## src/hw/rtl/bfsp_pkg.sv

```systemverilog
package bfsp_pkg;

  localparam int WGT_W  = 18;
  localparam int DIST_W = 24;
  localparam int VTX_W  = 5;
  localparam int CNT_W  = 6;

  localparam logic [DIST_W-1:0] DIST_MAX = {DIST_W{1'b1}};
  localparam logic [4:0] RESULT_LAST_K = 5'd31;

  localparam logic [1:0] CMD_CLEAR  = 2'd0;
  localparam logic [1:0] CMD_ADD    = 2'd1;
  localparam logic [1:0] CMD_RUN    = 2'd2;
  localparam logic [1:0] CMD_UNUSED = 2'd3;

  localparam logic [1:0] CFG_VERTEX_COUNT   = 2'd0;
  localparam logic [1:0] CFG_SOURCE_VERTEX  = 2'd1;
  localparam logic [1:0] CFG_TARGET_VERTEX  = 2'd2;
  localparam logic [1:0] CFG_NO_EDGE_WEIGHT = 2'd3;

  // Broadcast to every cell for the row in flight.
  typedef struct packed {
    logic              seed;
    logic [DIST_W-1:0] du;
  } cell_ctl_t;

  // Item handed from one cell to the next.
  typedef struct packed {
    logic             valid;
    logic [WGT_W-1:0] w;
  } tok_t;

endpackage

```

## src/hw/rtl/bfsp_cell.sv

```systemverilog
module bfsp_cell import bfsp_pkg::*; #(
  parameter int VW  = 5,
  parameter int IDX = 0
) (
  input  logic              clk,
  input  logic              rst_n,
  input  cell_ctl_t         ctl,
  input  logic [VW-1:0]     row,
  input  tok_t              tok_in,
  input  logic [VW-1:0]     vidx_in,
  output tok_t              tok_out,
  output logic [VW-1:0]     vidx_out,
  output logic              chg,
  output logic [DIST_W-1:0] best_dist,
  output logic [VW-1:0]     pred
);

  localparam logic [VW-1:0] ME = VW'(IDX);

  logic              vld_r, vld_nxt;
  logic              chg_r, chg_nxt;
  logic [WGT_W-1:0]  w_r;
  logic [VW-1:0]     vidx_r;
  logic [DIST_W-1:0] dist_r, dist_nxt;
  logic [VW-1:0]     pred_r, pred_nxt;
  logic [DIST_W:0]   sum;
  logic [DIST_W-1:0] cand;
  logic              hit;

  // Saturating candidate through the broadcast row vertex.
  assign sum  = {1'b0, ctl.du} + {{(DIST_W+1-WGT_W){1'b0}}, tok_in.w};
  assign cand = sum[DIST_W] ? DIST_MAX : sum[DIST_W-1:0];
  assign hit  = tok_in.valid && (vidx_in == ME);

  always_comb begin
    vld_nxt  = tok_in.valid;
    chg_nxt  = 1'b0;
    dist_nxt = dist_r;
    pred_nxt = pred_r;
    if (hit) begin
      if (ctl.seed) begin
        dist_nxt = {{(DIST_W-WGT_W){1'b0}}, tok_in.w};
        pred_nxt = row;
      end else if (dist_r > cand) begin
        dist_nxt = cand;
        pred_nxt = row;
        chg_nxt  = 1'b1;
      end
    end
  end

  always_ff @(posedge clk) begin
    if (!rst_n) begin
      vld_r <= 1'b0;
      chg_r <= 1'b0;
    end else begin
      vld_r <= vld_nxt;
      chg_r <= chg_nxt;
    end
    w_r    <= tok_in.w;
    vidx_r <= vidx_in;
    dist_r <= dist_nxt;
    pred_r <= pred_nxt;
  end

  assign tok_out.valid = vld_r;
  assign tok_out.w     = w_r;
  assign vidx_out      = vidx_r;
  assign chg           = chg_r;
  assign best_dist     = dist_r;
  assign pred          = pred_r;

endmodule

```

## config.mk

```make
export PLATFORM = sky130hd
export DESIGN_NAME = bfsp_cell
export DESIGN_NICKNAME = d
export VERILOG_FILES = /design/src/hw/rtl/bfsp_pkg.sv /design/src/hw/rtl/bfsp_cell.sv
export SDC_FILE = /design/constraint.sdc
export NUM_CORES = 1
export LEC_CHECK = 0
export CORE_UTILIZATION = 30
export DETAILED_ROUTE_END_ITERATION = 6
export DONT_BUFFER_PORTS = 1
export PLACE_DENSITY = 0.54
export SLEW_MARGIN = 30
export SYNTH_ARGS = -nofsm -noshare
export SYNTH_HDL_FRONTEND = slang
export SYNTH_SLANG_ARGS = --single-unit
export TNS_END_PERCENT = 30
```

## constraint.sdc

```tcl
create_clock -name clk -period 5.45 [get_ports clk]
set_clock_uncertainty 0.15 [all_clocks]
set_input_delay 0.2725 -clock clk [delete_from_list [all_inputs] [get_ports clk]]
set_output_delay 0.2725 -clock clk [all_outputs]
set_load 0.02 [all_outputs]
```

==> results.md, run 1 <==
- The number of global-route vias before repair is 2989.
- Among the stages of the critical path, the cell type that occurs most often is sky130_fd_sc_hd__ha_1.
- The first-pass GRT wire length is 15.6 mm.
- The global routing usage summed across all routing layers is 15.8%.
- The area added between synthesis and finish is 16.6%.
- The core box area is 0.0120 mm².
- The total number of nets in the final design is 497.
- The cell taking the most area after synthesis is sky130_fd_sc_hd__edfxtp_1.
- The cell count after synthesis is 371.
- The sum of overflow across all layers after global routing is 0.
- The worst max-slew margin expressed relative to the limit is 52.8%.
- The post-route fraction of the period consumed by the critical path is 81.7%.
- The routed wire length per instance is 18.2 µm.
- The combined area of all synthesized cells is 0.00368 mm².
- The die height is 113 µm.
- For the worst setup path, the data arrival time is 4280 ps.
- The final route contains 2972 vias.
- 0 antenna diodes ended up in the layout.
- The clock-pin slew on the worst setup and hold paths is 70 ps.
- The count of pins on the block boundary is 110.
- The DRC violations left is 0.
- The hold violation count in the final report came to 0.
- The most used flip-flop cell after synthesis is sky130_fd_sc_hd__edfxtp_1.
- After synthesis, flip-flops and latches occupy 37.3% of the total area.
- Setup violations remaining at the end of the flow were counted as 0.
- Input and output buffers added on the ports amount to 0.
- The worst-path maximum fanout is 23.
- The highest cell delay on the worst timing path is 500 ps.
- Ranked by instance count, the synthesized netlist is headed by 42 x sky130_fd_sc_hd__ha_1, 36 x sky130_fd_sc_hd__nor2_1, 29 x sky130_fd_sc_hd__edfxtp_1, 25 x sky130_fd_sc_hd__dfxtp_1, 22 x sky130_fd_sc_hd__a21oi_1.
- The cell at the slowest stage of the critical path is sky130_fd_sc_hd__nor4_1.
- The hold-fix buffer count after cts is 32.
- The tightest hold margin is 14.5 ps.
- Adding up every negative setup slack in the final design gives 0 ps.
- Sorting the synthesized cells by area gives the leading types as sky130_fd_sc_hd__edfxtp_1 24%, sky130_fd_sc_hd__ha_1 14%, sky130_fd_sc_hd__dfxtp_1 14%.
- The flip-flop and latch count after synthesis is 54.
- The Yosys step of the flow raised 0 warnings.
- The total clock buffers created by CTS is 5.
- The finished layout holds 546 standard cells, fillers aside.
- Of the cells placed in the final design, the portion with a size suffix greater than 1 is 6.27%.
- The worst setup path is of the in -> reg kind.
- The most frequently used cell type in the post-synthesis netlist is sky130_fd_sc_hd__ha_1.
- The critical path capture point type is a register.
- The final total power is 1.12 mW.
- The max capacitance violation total is 0.
- The iteration count of the initial detailed-routing pass is 4.
- The clock tree from TritonCTS is built.
- IR analysis of the VDD net gives a maximum drop of 0.000132 V.
- Routability-driven placement finished with a final weighted congestion of 0.829.
- The longest clock path from root to sink contains 2 buffers.
- In this run, post-CTS repair resized a total of 0 instances.
- The post-detailed-routing wire length is 9.94 mm.
- The number of antenna violations at the first check in global routing is 0.
- The depth of the CTS H-tree is 2.
- The count of flip-flops with a built-in enable after synthesis is 29.
- The cell count after placement is 505.
- In this run the horizontal extent of the chip is 113 µm.
- Entering global routing, the biggest net connects 42 pins.
- At the pin with the least slew margin, the transition time is 705 ps.
- The gate family responsible for the most delay along the worst path is simple AND/OR/NAND/NOR gates.
- Setup repair after global routing left no endpoint under its margin.
- Counting I/O delays and the setup requirement, the final critical path takes 4450 ps.
- In this run the clock root is driven by a sky130_fd_sc_hd__clkbuf_16.
- The effective utilization at floorplan is 30.8%.
- The category of the worst setup path launch point is an input pin.
- The tightest min-delay check is of the in -> reg type.
- The worst-skew pair later-pin latency is 300 ps.
- The share of async-settable or async-resettable flops after synthesis is 0%.
- The data required time of the critical path is 5270 ps.
- The buffer count from post-CTS setup fixing is 0.
- A synthesized cell averages 9.92 µm².
- The power per cell area is 261 mW/mm².
- The first-iteration detailed-routing DRC count is 151.
- Of the post-synthesis cell area, the dominant cell type holds 23.7%.
- The fmax is 224 MHz.
- The final number of max-transition violations came to 0.
- The number of nets with antenna violations after routing is 0.
- The wire-length estimate of the detail-placed layout is 7.77 mm.
- The die footprint is 0.0127 mm².
- Together, buffers and inverters on the worst path number 1.
- The signal on the critical path passes through ha_1 > fa_1 > a211oi_2 > o21ai_1 > and2_4 > o31ai_4 > nor3_1 > or2_2 > ha_1 > nand4_1 > nor4_1 > o31a_1 > o41ai_1 > o21ai_2 > buf_4.
- The net count of the mapped netlist is 470.
- After synthesis, the netlist uses 64 different library cells.
- Row generation in the floorplan step produced 40 rows.
- The run finished with clean final reports.
- The utilization after layout is 35.8%.
- The leakage dissipation is 1.67 nW.
- The clock net in this run drives a total of 54 sinks.
- The post-detailed-route via-to-cell ratio is 5.44.
-- through the flow --
stage	setup WS (ps)	cell area [µm²]
6_report	995	4290
5_1_grt	607	4290
4_1_cts	983	4280
3_5_place_dp	688	3780
3_3_place_gp	816	3780
2_1_floorplan	440	3680
-- report_power, final --
group | switching (mW) | internal, mW | total [mW]
logic | 0.158 | 0.129 | 0.287
registers | 0.0183 | 0.443 | 0.462
clock network | 0.157 | 0.213 | 0.370
-- path summary, 6_finish.rpt --
kind                               startpoint                           to  slack [ps]  cells past startpoint
setup / recovery                       ctl[0]  best_dist[18]$_SDFFCE_PP0P_        1000                     15
hold / removal                        ctl[24]  best_dist[23]$_SDFFCE_PP0P_          10                      1
setup reg to reg  best_dist[21]$_SDFFCE_PP0P_  best_dist[18]$_SDFFCE_PP0P_        2450                      8
hold reg to reg   best_dist[23]$_SDFFCE_PP0P_            pred[2]$_DFFE_PP_        1100                      5
-- final cells by class --
cell class,instances,area (µm²)
fill,1181,7670
timing repair buffer,36,353
multi-input combinational,294,2180
sequential,54,1370
tap,147,184
clock buffer,7,164
clock inverter,1,8.76
inverter,7,26.3
-- state kept, by name, summed over array words and instances, names as in the netlist --
register   cells
best_dist     24
chg            1
pred           5
vidx_out       5
vld_r          1
w_r           18
-- cell usage in the layout (no fill, tap or decap), drive strengths merged, types with 12 or more instances in the layout --
cell type,count
dfxtp,25
nor2,36
o31a,19
edfxtp,29
ha,42
nand2b,17
nand2,18
dlygate4sd3,33
a21oi,23
o21ai,12
-- logic make-up (layout without fill, tap and decap cells) --
logic type      Yosys count  in the layout  synth area share (%)
flops                    54             54                  37.3
mux                       1              1                 0.272
simple gates            123            123                  17.7
buf+inv                  23             51                  3.54
compound gates          112            112                  22.8
xor+xnor                 15             15                  3.57
fa+ha+maj                43             43                  14.8
-- per-layer routing --
layer	share of wire, %	vias to the layer above	global-route usage [%]
met4	1.0	0	4.09
li1	-	1463	-
met3	6.0	10	4.66
met1	47	1415	20.0
met5	0	-	0
met2	46	84	26.2
No activity file was read; power rests on OpenSTA's default activity.
==> run 2, diff against run 1 <==
- clock period: 5.45 -> 4.3 ns (I/O delays scaled with it)
==> results.md, run 2 (synthesized netlist as in run 1, its figures left out) <==
- The die height came to 113 µm (unchanged).
- The detailed-routed wire length on met3 came to 889 µm (was 600 µm).
- The uppermost signal routing layer after detailed routing is met4 (unchanged).
- The utilization after layout is 36.4% (was 35.8%).
- The final antenna diode count is 0 (unchanged).
- The depth of the worst hold-timing path is 1 (unchanged).
- The clock tree root driver cell is sky130_fd_sc_hd__clkbuf_16 (unchanged).
- The final critical-path setup slack is 291 ps (was 995 ps).
- The worst-path maximum fanout was 29 (was 23).
- The last weighted congestion value of the routability-driven placer is 0.835 (was 0.829).
- The buffer depth of the longest clock path is 2 (unchanged).
- The maximum number of pins on one net before global-route repair came to 30 (was 42).
- The origin of the worst setup path is ctl[0] (unchanged).
- The slew at the pin with the worst max-slew slack is 814 ps (was 705 ps).
- The total clock buffers created by CTS is 5 (unchanged).
- The effective utilization at floorplan is 30.8% (unchanged).
- The commonest non-fill, non-tap cell in the layout is sky130_fd_sc_hd__ha_1 (unchanged).
- The number of global-route vias before repair is 3082 (was 2989).
- The area added between synthesis and finish is 18.3% (was 16.6%).
- The total number of clock tree sinks is 54 (unchanged).
- The fmax is 249 MHz.
- The part of the total power dissipated in sequential elements is 42.7% (was 41.3%).
- The iteration count of the initial detailed-routing pass is 4 (unchanged).
- The quantity of gates resized following cts came to 0 (unchanged).
- The sum of overflow across all layers after global routing is 0 (unchanged).
- The number of antenna violations at the first check in global routing is 0 (unchanged).
- The die extent in x came to 113 µm (unchanged).
- The post-layout instance area was 0.00435 mm² (was 0.00429 mm²).
- The total of endpoints with negative setup slack in the final report came to 0 (unchanged).
- The worst max-slew margin expressed relative to the limit is 45.6% (was 52.8%).
- The type of the worst setup path is in -> reg (unchanged).
- The cell count after placement is 513 (was 505).
- The core box area was 0.0120 mm² (unchanged).
- The time the worst path needs with I/O delays and setup is 4010 ps.
- The setup TNS after final layout is 0 ps (unchanged).
- The data arrival time at the worst-slack endpoint came to 3910 ps (was 4280 ps).
- The share of power burned in combinational logic was 27.3% (was 25.6%).
- The post-place instance area came to 0.00387 mm² (was 0.00378 mm²).
- Status: complete, no violations (unchanged).
- The met2 wirelength from detailed routing is 4.59 mm (about the same).
- The clock-pin slew on the worst setup and hold paths came to 70 ps (about the same).
- The post-detailed-routing wire length came to 10.0 mm (was 9.94 mm).
- The worst-skew pair later-pin latency is 300 ps (about the same).
- The critical path endpoint is best_dist[20]$_SDFFCE_PP0P_ (was best_dist[18]$_SDFFCE_PP0P_).
- The filler-free cell count of the finished design is 555 (was 546).
- The endpoint of the worst-slack reg-to-reg timing path was best_dist[20]$_SDFFCE_PP0P_ (was best_dist[18]$_SDFFCE_PP0P_).
- The tightest hold margin is 18.6 ps (was 14.5 ps).
- The combined buffer and inverter count along the critical path was 2 (was 1).
- The kind of path behind the tightest hold check is in -> reg (unchanged).
- The fraction of layout cells with a size suffix above 1 is 7.84% (was 6.27%).
- The critical path capture point type was a register (unchanged).
- The category of the worst setup path launch point is an input pin (unchanged).
- The first-pass GRT wire length was 15.9 mm (was 15.6 mm).
- The sum of routed wire segments on met1 is 4.37 mm (was 4.65 mm).
- The final total power is 1.37 mW (was 1.12 mW).
- The global routing usage summed across all routing layers is 16.1% (was 15.8%).
- The number of nets with antenna violations after routing is 0 (unchanged).
- The data required time of the critical path is 4200 ps (was 5270 ps).
- The net load switching power came to 0.421 mW (was 0.333 mW).
- The post-detailed-route via-to-cell ratio is 5.41 (was 5.44).
- The total number of nets in the final design is 506 (was 497).
- Cells along the critical path: ha_1 > fa_1 > a211oi_2 > o21ai_1 > and2_4 > o31ai_4 > nor3_4 > buf_12 > nor2_1 > ha_1 > nor2b_1 > o211ai_1 > a21oi_1 > o31a_1 > o41ai_1 > o21ai_2 > buf_12 (was ha_1 > fa_1 > a211oi_2 > o21ai_1 > and2_4 > o31ai_4 > nor3_1 > or2_2 > ha_1 > nand4_1 > nor4_1 > o31a_1 > o41ai_1 > o21ai_2 > buf_4).
- Commonest non-fill, non-tap cells in the layout: 42 x sky130_fd_sc_hd__ha_1, 36 x sky130_fd_sc_hd__nor2_1, 34 x sky130_fd_sc_hd__dlygate4sd3_1 (was 42 x sky130_fd_sc_hd__ha_1, 36 x sky130_fd_sc_hd__nor2_1, 33 x sky130_fd_sc_hd__dlygate4sd3_1).
- The final number of max-transition violations came to 0 (unchanged).
- The total number of vias was 3004 (was 2972).
- The die footprint is 0.0127 mm² (unchanged).
- The design internal power is 0.950 mW (was 0.785 mW).
- The depth of the CTS H-tree is 2 (unchanged).
- The max capacitance violation total came to 0 (unchanged).
- The worst reg2reg path depth is 8 (unchanged).
- The worst path uses 93.2% of the clock period.
- The standard-cell row count was 40 (unchanged).
- The setup slack of the most critical reg-to-reg path is 1590 ps (was 2450 ps).
- The DRC violations left was 0 (unchanged).
- The leakage dissipation is 1.69 nW (was 1.67 nW).
- The highest cell delay on the worst timing path is 440 ps (was 500 ps).
- The first-iteration detailed-routing DRC count was 121 (was 151).
- The count of pins on the block boundary came to 110 (unchanged).
- The routed wire length per instance is 18.1 µm (was 18.2 µm).
- The switching part of the total is 30.7% (was 29.8%).
- The setup slack at placement is -43.0 ps (was 688 ps).
- Unrepaired setup endpoints after global routing: no (unchanged).
- The worst ir drop on vdd is 0.000140 V (was 0.000132 V).
- The total of buffers placed on input and output ports is 0 (unchanged).
- The hold violation count in the final report was 0 (unchanged).
- The clock tree from TritonCTS is built (unchanged).
- The proportion of power drawn by the clock network is 30.0% (was 33.1%).
- The gate family responsible for the most delay along the worst path is compound AO/OA/AOI/OAI gates (was simple AND/OR/NAND/NOR gates).
- The number of flip-flops under the largest register name is 24 (unchanged).
- The worst reg2reg path startpoint is best_dist[21]$_SDFFCE_PP0P_ (unchanged).
- The cell at the slowest stage of the critical path is sky130_fd_sc_hd__fa_1 (was sky130_fd_sc_hd__nor4_1).
- The power per cell area was 315 mW/mm² (was 261 mW/mm²).
- The half-perimeter wire length of the detailed placement result came to 7.57 mm (was 7.77 mm).
- The number of gates on the worst path with buffers counted is 17 (was 15).
## run 2: cell count changes in the layout (fill, tap and decap cells not counted)
cell,previous run,this run
sky130_fd_sc_hd__buf_12,0,2
sky130_fd_sc_hd__buf_4,3,9
sky130_fd_sc_hd__clkbuf_1,0,1
sky130_fd_sc_hd__clkbuf_16,6,5
sky130_fd_sc_hd__clkbuf_8,1,0
sky130_fd_sc_hd__clkinvlp_4,0,1
sky130_fd_sc_hd__dlygate4sd3_1,33,34
sky130_fd_sc_hd__inv_4,0,1
sky130_fd_sc_hd__inv_6,1,0
## run 2: per-layer routing
metal | up-vias | global-route usage [%]
met5 | - | 0
met4 | 0 | 5.87
met3 | 17 | 5.52
met2 | 106 | 26.2
met1 | 1397 | 19.8
li1 | 1484 | -
## run 2: worst min path at each step
| stage | from | endpoint | slack (ps) |
|---|---|---|---|
| floorplan | vidx_in[0] | vidx_out[0]$_DFF_P_ | 90 |
| global placement | vidx_in[4] | vidx_out[4]$_DFF_P_ | 90 |
| detailed placement | tok_in[0] | w_r[0]$_DFF_P_ | 90 |
| CTS | ctl[24] | best_dist[17]$_DFFE_PP_ | 10 |
| global route | ctl[24] | best_dist[17]$_DFFE_PP_ | 20 |
| finish | ctl[24] | best_dist[17]$_DFFE_PP_ | 20 |
## run 2: final cells by class
| type | count | area [µm²] |
|---|---|---|
| clock buffer | 6 | 129 |
| clock inverter | 2 | 13.8 |
| fill | 1185 | 7610 |
| inverter | 7 | 26.3 |
| multi-input combinational | 294 | 2180 |
| sequential | 54 | 1370 |
| tap | 147 | 184 |
| timing repair buffer | 45 | 448 |
## run 2: repair_timing
action,in CTS,in global routing
hold buffers,34,0
setup buffers,0,0
hold endpoints to repair,50,0
## run 2: power groups by stage
stage	Clock, mW	Sequential [mW]	Combinational [mW]
finish	0.411	0.585	0.375
global route	0.446	0.587	0.423
CTS	0.427	0.585	0.376
detailed placement	0	0.597	0.343
global placement	0	0.598	0.339
floorplan	0	0.595	0.279
## run 2: worst reg2reg max path: stages (launching register included)
cell and delay (ps):
sky130_fd_sc_hd__edfxtp_1 510, sky130_fd_sc_hd__ha_1 360, sky130_fd_sc_hd__a21o_1 180, sky130_fd_sc_hd__a21o_1 160, sky130_fd_sc_hd__a21oi_1 180, sky130_fd_sc_hd__o41ai_1 100
sky130_fd_sc_hd__o41ai_1 470, sky130_fd_sc_hd__o21ai_2 140, sky130_fd_sc_hd__buf_12 200
==> run 3, diff against run 2 <==
- CORE_ASPECT_RATIO: unset -> 2
==> results.md, run 3 (synthesized netlist as in run 1, its figures left out) <==
- The depth of the CTS H-tree is 2 (unchanged).
- The tightest hold margin is 1.86 ps (was 18.6 ps).
- The type of the worst setup path was in -> reg (unchanged).
- The worst reg2reg path depth is 8 (unchanged).
- The clock tree from TritonCTS is built (unchanged).
- The iteration count of the initial detailed-routing pass is 4 (unchanged).
- The final critical-path setup slack is 181 ps (was 291 ps).
- The total of buffers placed on input and output ports is 0 (unchanged).
- The power per cell area is 322 mW/mm² (was 315 mW/mm²).
- The utilization after layout is 37.8% (was 36.4%).
- The number of nets with antenna violations after routing is 0 (unchanged).
- The area of the multi-input gates came to 0.00219 mm² (was 0.00218 mm²).
- The routed wire length per instance is 19.3 µm (was 18.1 µm).
- The buffer count from post-CTS setup fixing is 0 (unchanged).
- Status: complete, no violations (unchanged).
- The worst reg2reg path startpoint is best_dist[21]$_SDFFCE_PP0P_ (unchanged).
- The setup slack of the most critical reg-to-reg path came to 1500 ps (was 1590 ps).
- The data required time of the critical path is 4160 ps (was 4200 ps).
- The storage element area came to 0.00137 mm² (unchanged).
- The number of antenna violations at the first check in global routing is 0 (unchanged).
- The category of the worst setup path launch point was an input pin (unchanged).
- The post-route fraction of the period consumed by the critical path came to 95.8% (was 93.2%).
- The die footprint was 0.0127 mm² (about the same).
- The first-iteration detailed-routing DRC count came to 101 (was 121).
- The maximum number of pins on one net before global-route repair was 27 (was 30).
- The count of pins on the block boundary is 110 (unchanged).
- The worst ir drop on vdd is 0.000193 V (was 0.000140 V).
- The number of inserted filler cells in the final layout is 1153 (was 1185).
- The effective utilization at floorplan was 31.1% (was 30.8%).
- The time the worst path needs with I/O delays and setup is 4120 ps (was 4010 ps).
- The total clock buffers created by CTS is 5 (unchanged).
- The buffer depth of the longest clock path was 2 (unchanged).
- The clock tree root driver cell was sky130_fd_sc_hd__clkbuf_16 (unchanged).
- The final number of max-transition violations was 0 (unchanged).
- The data arrival time at the worst-slack endpoint is 3980 ps (was 3910 ps).
- The critical path capture point type is a register (unchanged).
- The global routing usage summed across all routing layers is 17.3% (was 16.1%).
- The post-detailed-route via-to-cell ratio was 5.48 (was 5.41).
- The standard-cell row count came to 56 (was 40).
- Commonest non-fill, non-tap cells in the layout: 42 x sky130_fd_sc_hd__ha_1, 36 x sky130_fd_sc_hd__nor2_1, 34 x sky130_fd_sc_hd__dlygate4sd3_1 (unchanged).
- The endpoint of the worst-slack reg-to-reg timing path is best_dist[23]$_SDFFCE_PP0P_ (was best_dist[20]$_SDFFCE_PP0P_).
- The max capacitance violation total came to 0 (unchanged).
- The sum of overflow across all layers after global routing is 0 (unchanged).
- The die height was 159 µm (was 113 µm).
- The leakage dissipation is 1.77 nW (was 1.69 nW).
- The hold violation count in the final report came to 0 (unchanged).
- The half-perimeter wire length of the detailed placement result is 8.54 mm (was 7.57 mm).
- The number of flip-flops under the largest register name is 24 (unchanged).
- Unrepaired setup endpoints after global routing: no (unchanged).
- The DRC violations left is 0 (unchanged).
- The fmax was 243 MHz (was 249 MHz).
- The worst max-slew margin expressed relative to the limit is 51.3% (was 45.6%).
- The worst-skew pair later-pin latency is 300 ps (about the same).
- The total number of clock tree sinks is 54 (unchanged).
- The worst-path maximum fanout is 18 (was 29).
- The core box area is 0.0118 mm² (was 0.0120 mm²).
- The origin of the worst setup path is ctl[0] (unchanged).
- The post-detailed-routing wire length is 10.9 mm (was 10.0 mm).
- The total number of vias came to 3098 (was 3004).
- The number of global-route vias before repair is 3253 (was 3082).
- The commonest non-fill, non-tap cell in the layout is sky130_fd_sc_hd__ha_1 (unchanged).
- The total number of nets in the final design is 518 (was 506).
- The first-pass GRT wire length is 16.3 mm (was 15.9 mm).
- The total of endpoints with negative setup slack in the final report was 0 (unchanged).
- The clock-pin slew on the worst setup and hold paths is 80 ps (was 70 ps).
- The die extent in x is 80.3 µm (was 113 µm).
- The last weighted congestion value of the routability-driven placer is 0.844 (was 0.835).
- The depth of the worst hold-timing path came to 2 (was 1).
- The setup slack at placement came to -238 ps (was -43.0 ps).
- The hold-critical path endpoint is best_dist[17]$_DFFE_PP_ (unchanged).
- The kind of path behind the tightest hold check is in -> reg (unchanged).
- The area added between synthesis and finish is 21.8% (was 18.3%).
- The final antenna diode count came to 0 (unchanged).
- The fraction of layout cells with a size suffix above 1 is 11.0% (was 7.84%).
- The slew at the pin with the worst max-slew slack is 729 ps (was 814 ps).
- The startpoint of the most critical hold path is ctl[24] (unchanged).
## run 3: cell types whose count changed in the layout (fill, tap and decap cells not counted), sizes merged
cell and delta:
clkinv +1, buf +12, clkbuf +1, inv -1, clkinvlp -1
## run 3: layout make-up
cell class / instances / share of cell area [%]
inverters: 7 / 0.586
flip-flops and latches: 54 / 30.6
clock buffers: 7 / 3.43
clock inverters: 1 / 0.195
well taps: 145 / 4.05
repair buffers: 57 / 12.2
multi-input cells: 294 / 49.0
## run 3: per-stage QoR
stage                     total power, mW  cell area, µm²  setup TNS, ps  cells
after detailed placement            0.967            3950          -6400    522
after global routing                 1.51            4480              0    565
final                                1.44            4480              0    565
after global placement              0.961            3950          -4840    522
after floorplan                     0.874            3680              0    371
after CTS                            1.45            4450              0    564
## run 3: layer usage
metal / GRT usage (%) / wire length [µm]
met5: 0 / 0
met4: 11.5 / 529
met3: 3.72 / 565
met2: 33.0 / 6030
met1: 15.9 / 3770
## run 3: timing repair
item                                    in CTS  in global routing
endpoints found under the setup margin       0                 29
endpoints found under the hold margin       46                  0
resized for setup                            0                  2
hold buffers                                34                  0
## run 3: how the worst max path moves through the flow
stage / slack (ps) / cells past startpoint / to
final: 180 / 15 / best_dist[23]$_SDFFCE_PP0P_
after global routing: 8 / 15 / best_dist[23]$_SDFFCE_PP0P_
after CTS: 70 / 15 / best_dist[23]$_SDFFCE_PP0P_
after detailed placement: -240 / 15 / best_dist[23]$_SDFFCE_PP0P_
after global placement: -180 / 15 / best_dist[23]$_SDFFCE_PP0P_
after floorplan: 100 / 16 / best_dist[0]$_DFFE_PP_
## run 3: power by group
group / switching, mW / internal [mW] / total [mW]
clock: 0.203 / 0.254 / 0.456
combinational: 0.216 / 0.186 / 0.402
sequential: 0.0231 / 0.562 / 0.585
total: 0.442 / 1.00 / 1.44
## run 3: critical path, stage by stage
cell                       delay, ps
sky130_fd_sc_hd__ha_1            230
sky130_fd_sc_hd__fa_1            440
sky130_fd_sc_hd__a211oi_2        240
sky130_fd_sc_hd__o21ai_1         160
sky130_fd_sc_hd__and2_4          190
sky130_fd_sc_hd__o31ai_4         380
sky130_fd_sc_hd__nor3_1          130
sky130_fd_sc_hd__or2_2           320
sky130_fd_sc_hd__ha_1            280
sky130_fd_sc_hd__nand4_1         240
sky130_fd_sc_hd__nor4_2          470
sky130_fd_sc_hd__o31a_1          240
sky130_fd_sc_hd__o41ai_2          80
sky130_fd_sc_hd__o21ai_2         140
sky130_fd_sc_hd__buf_12          210
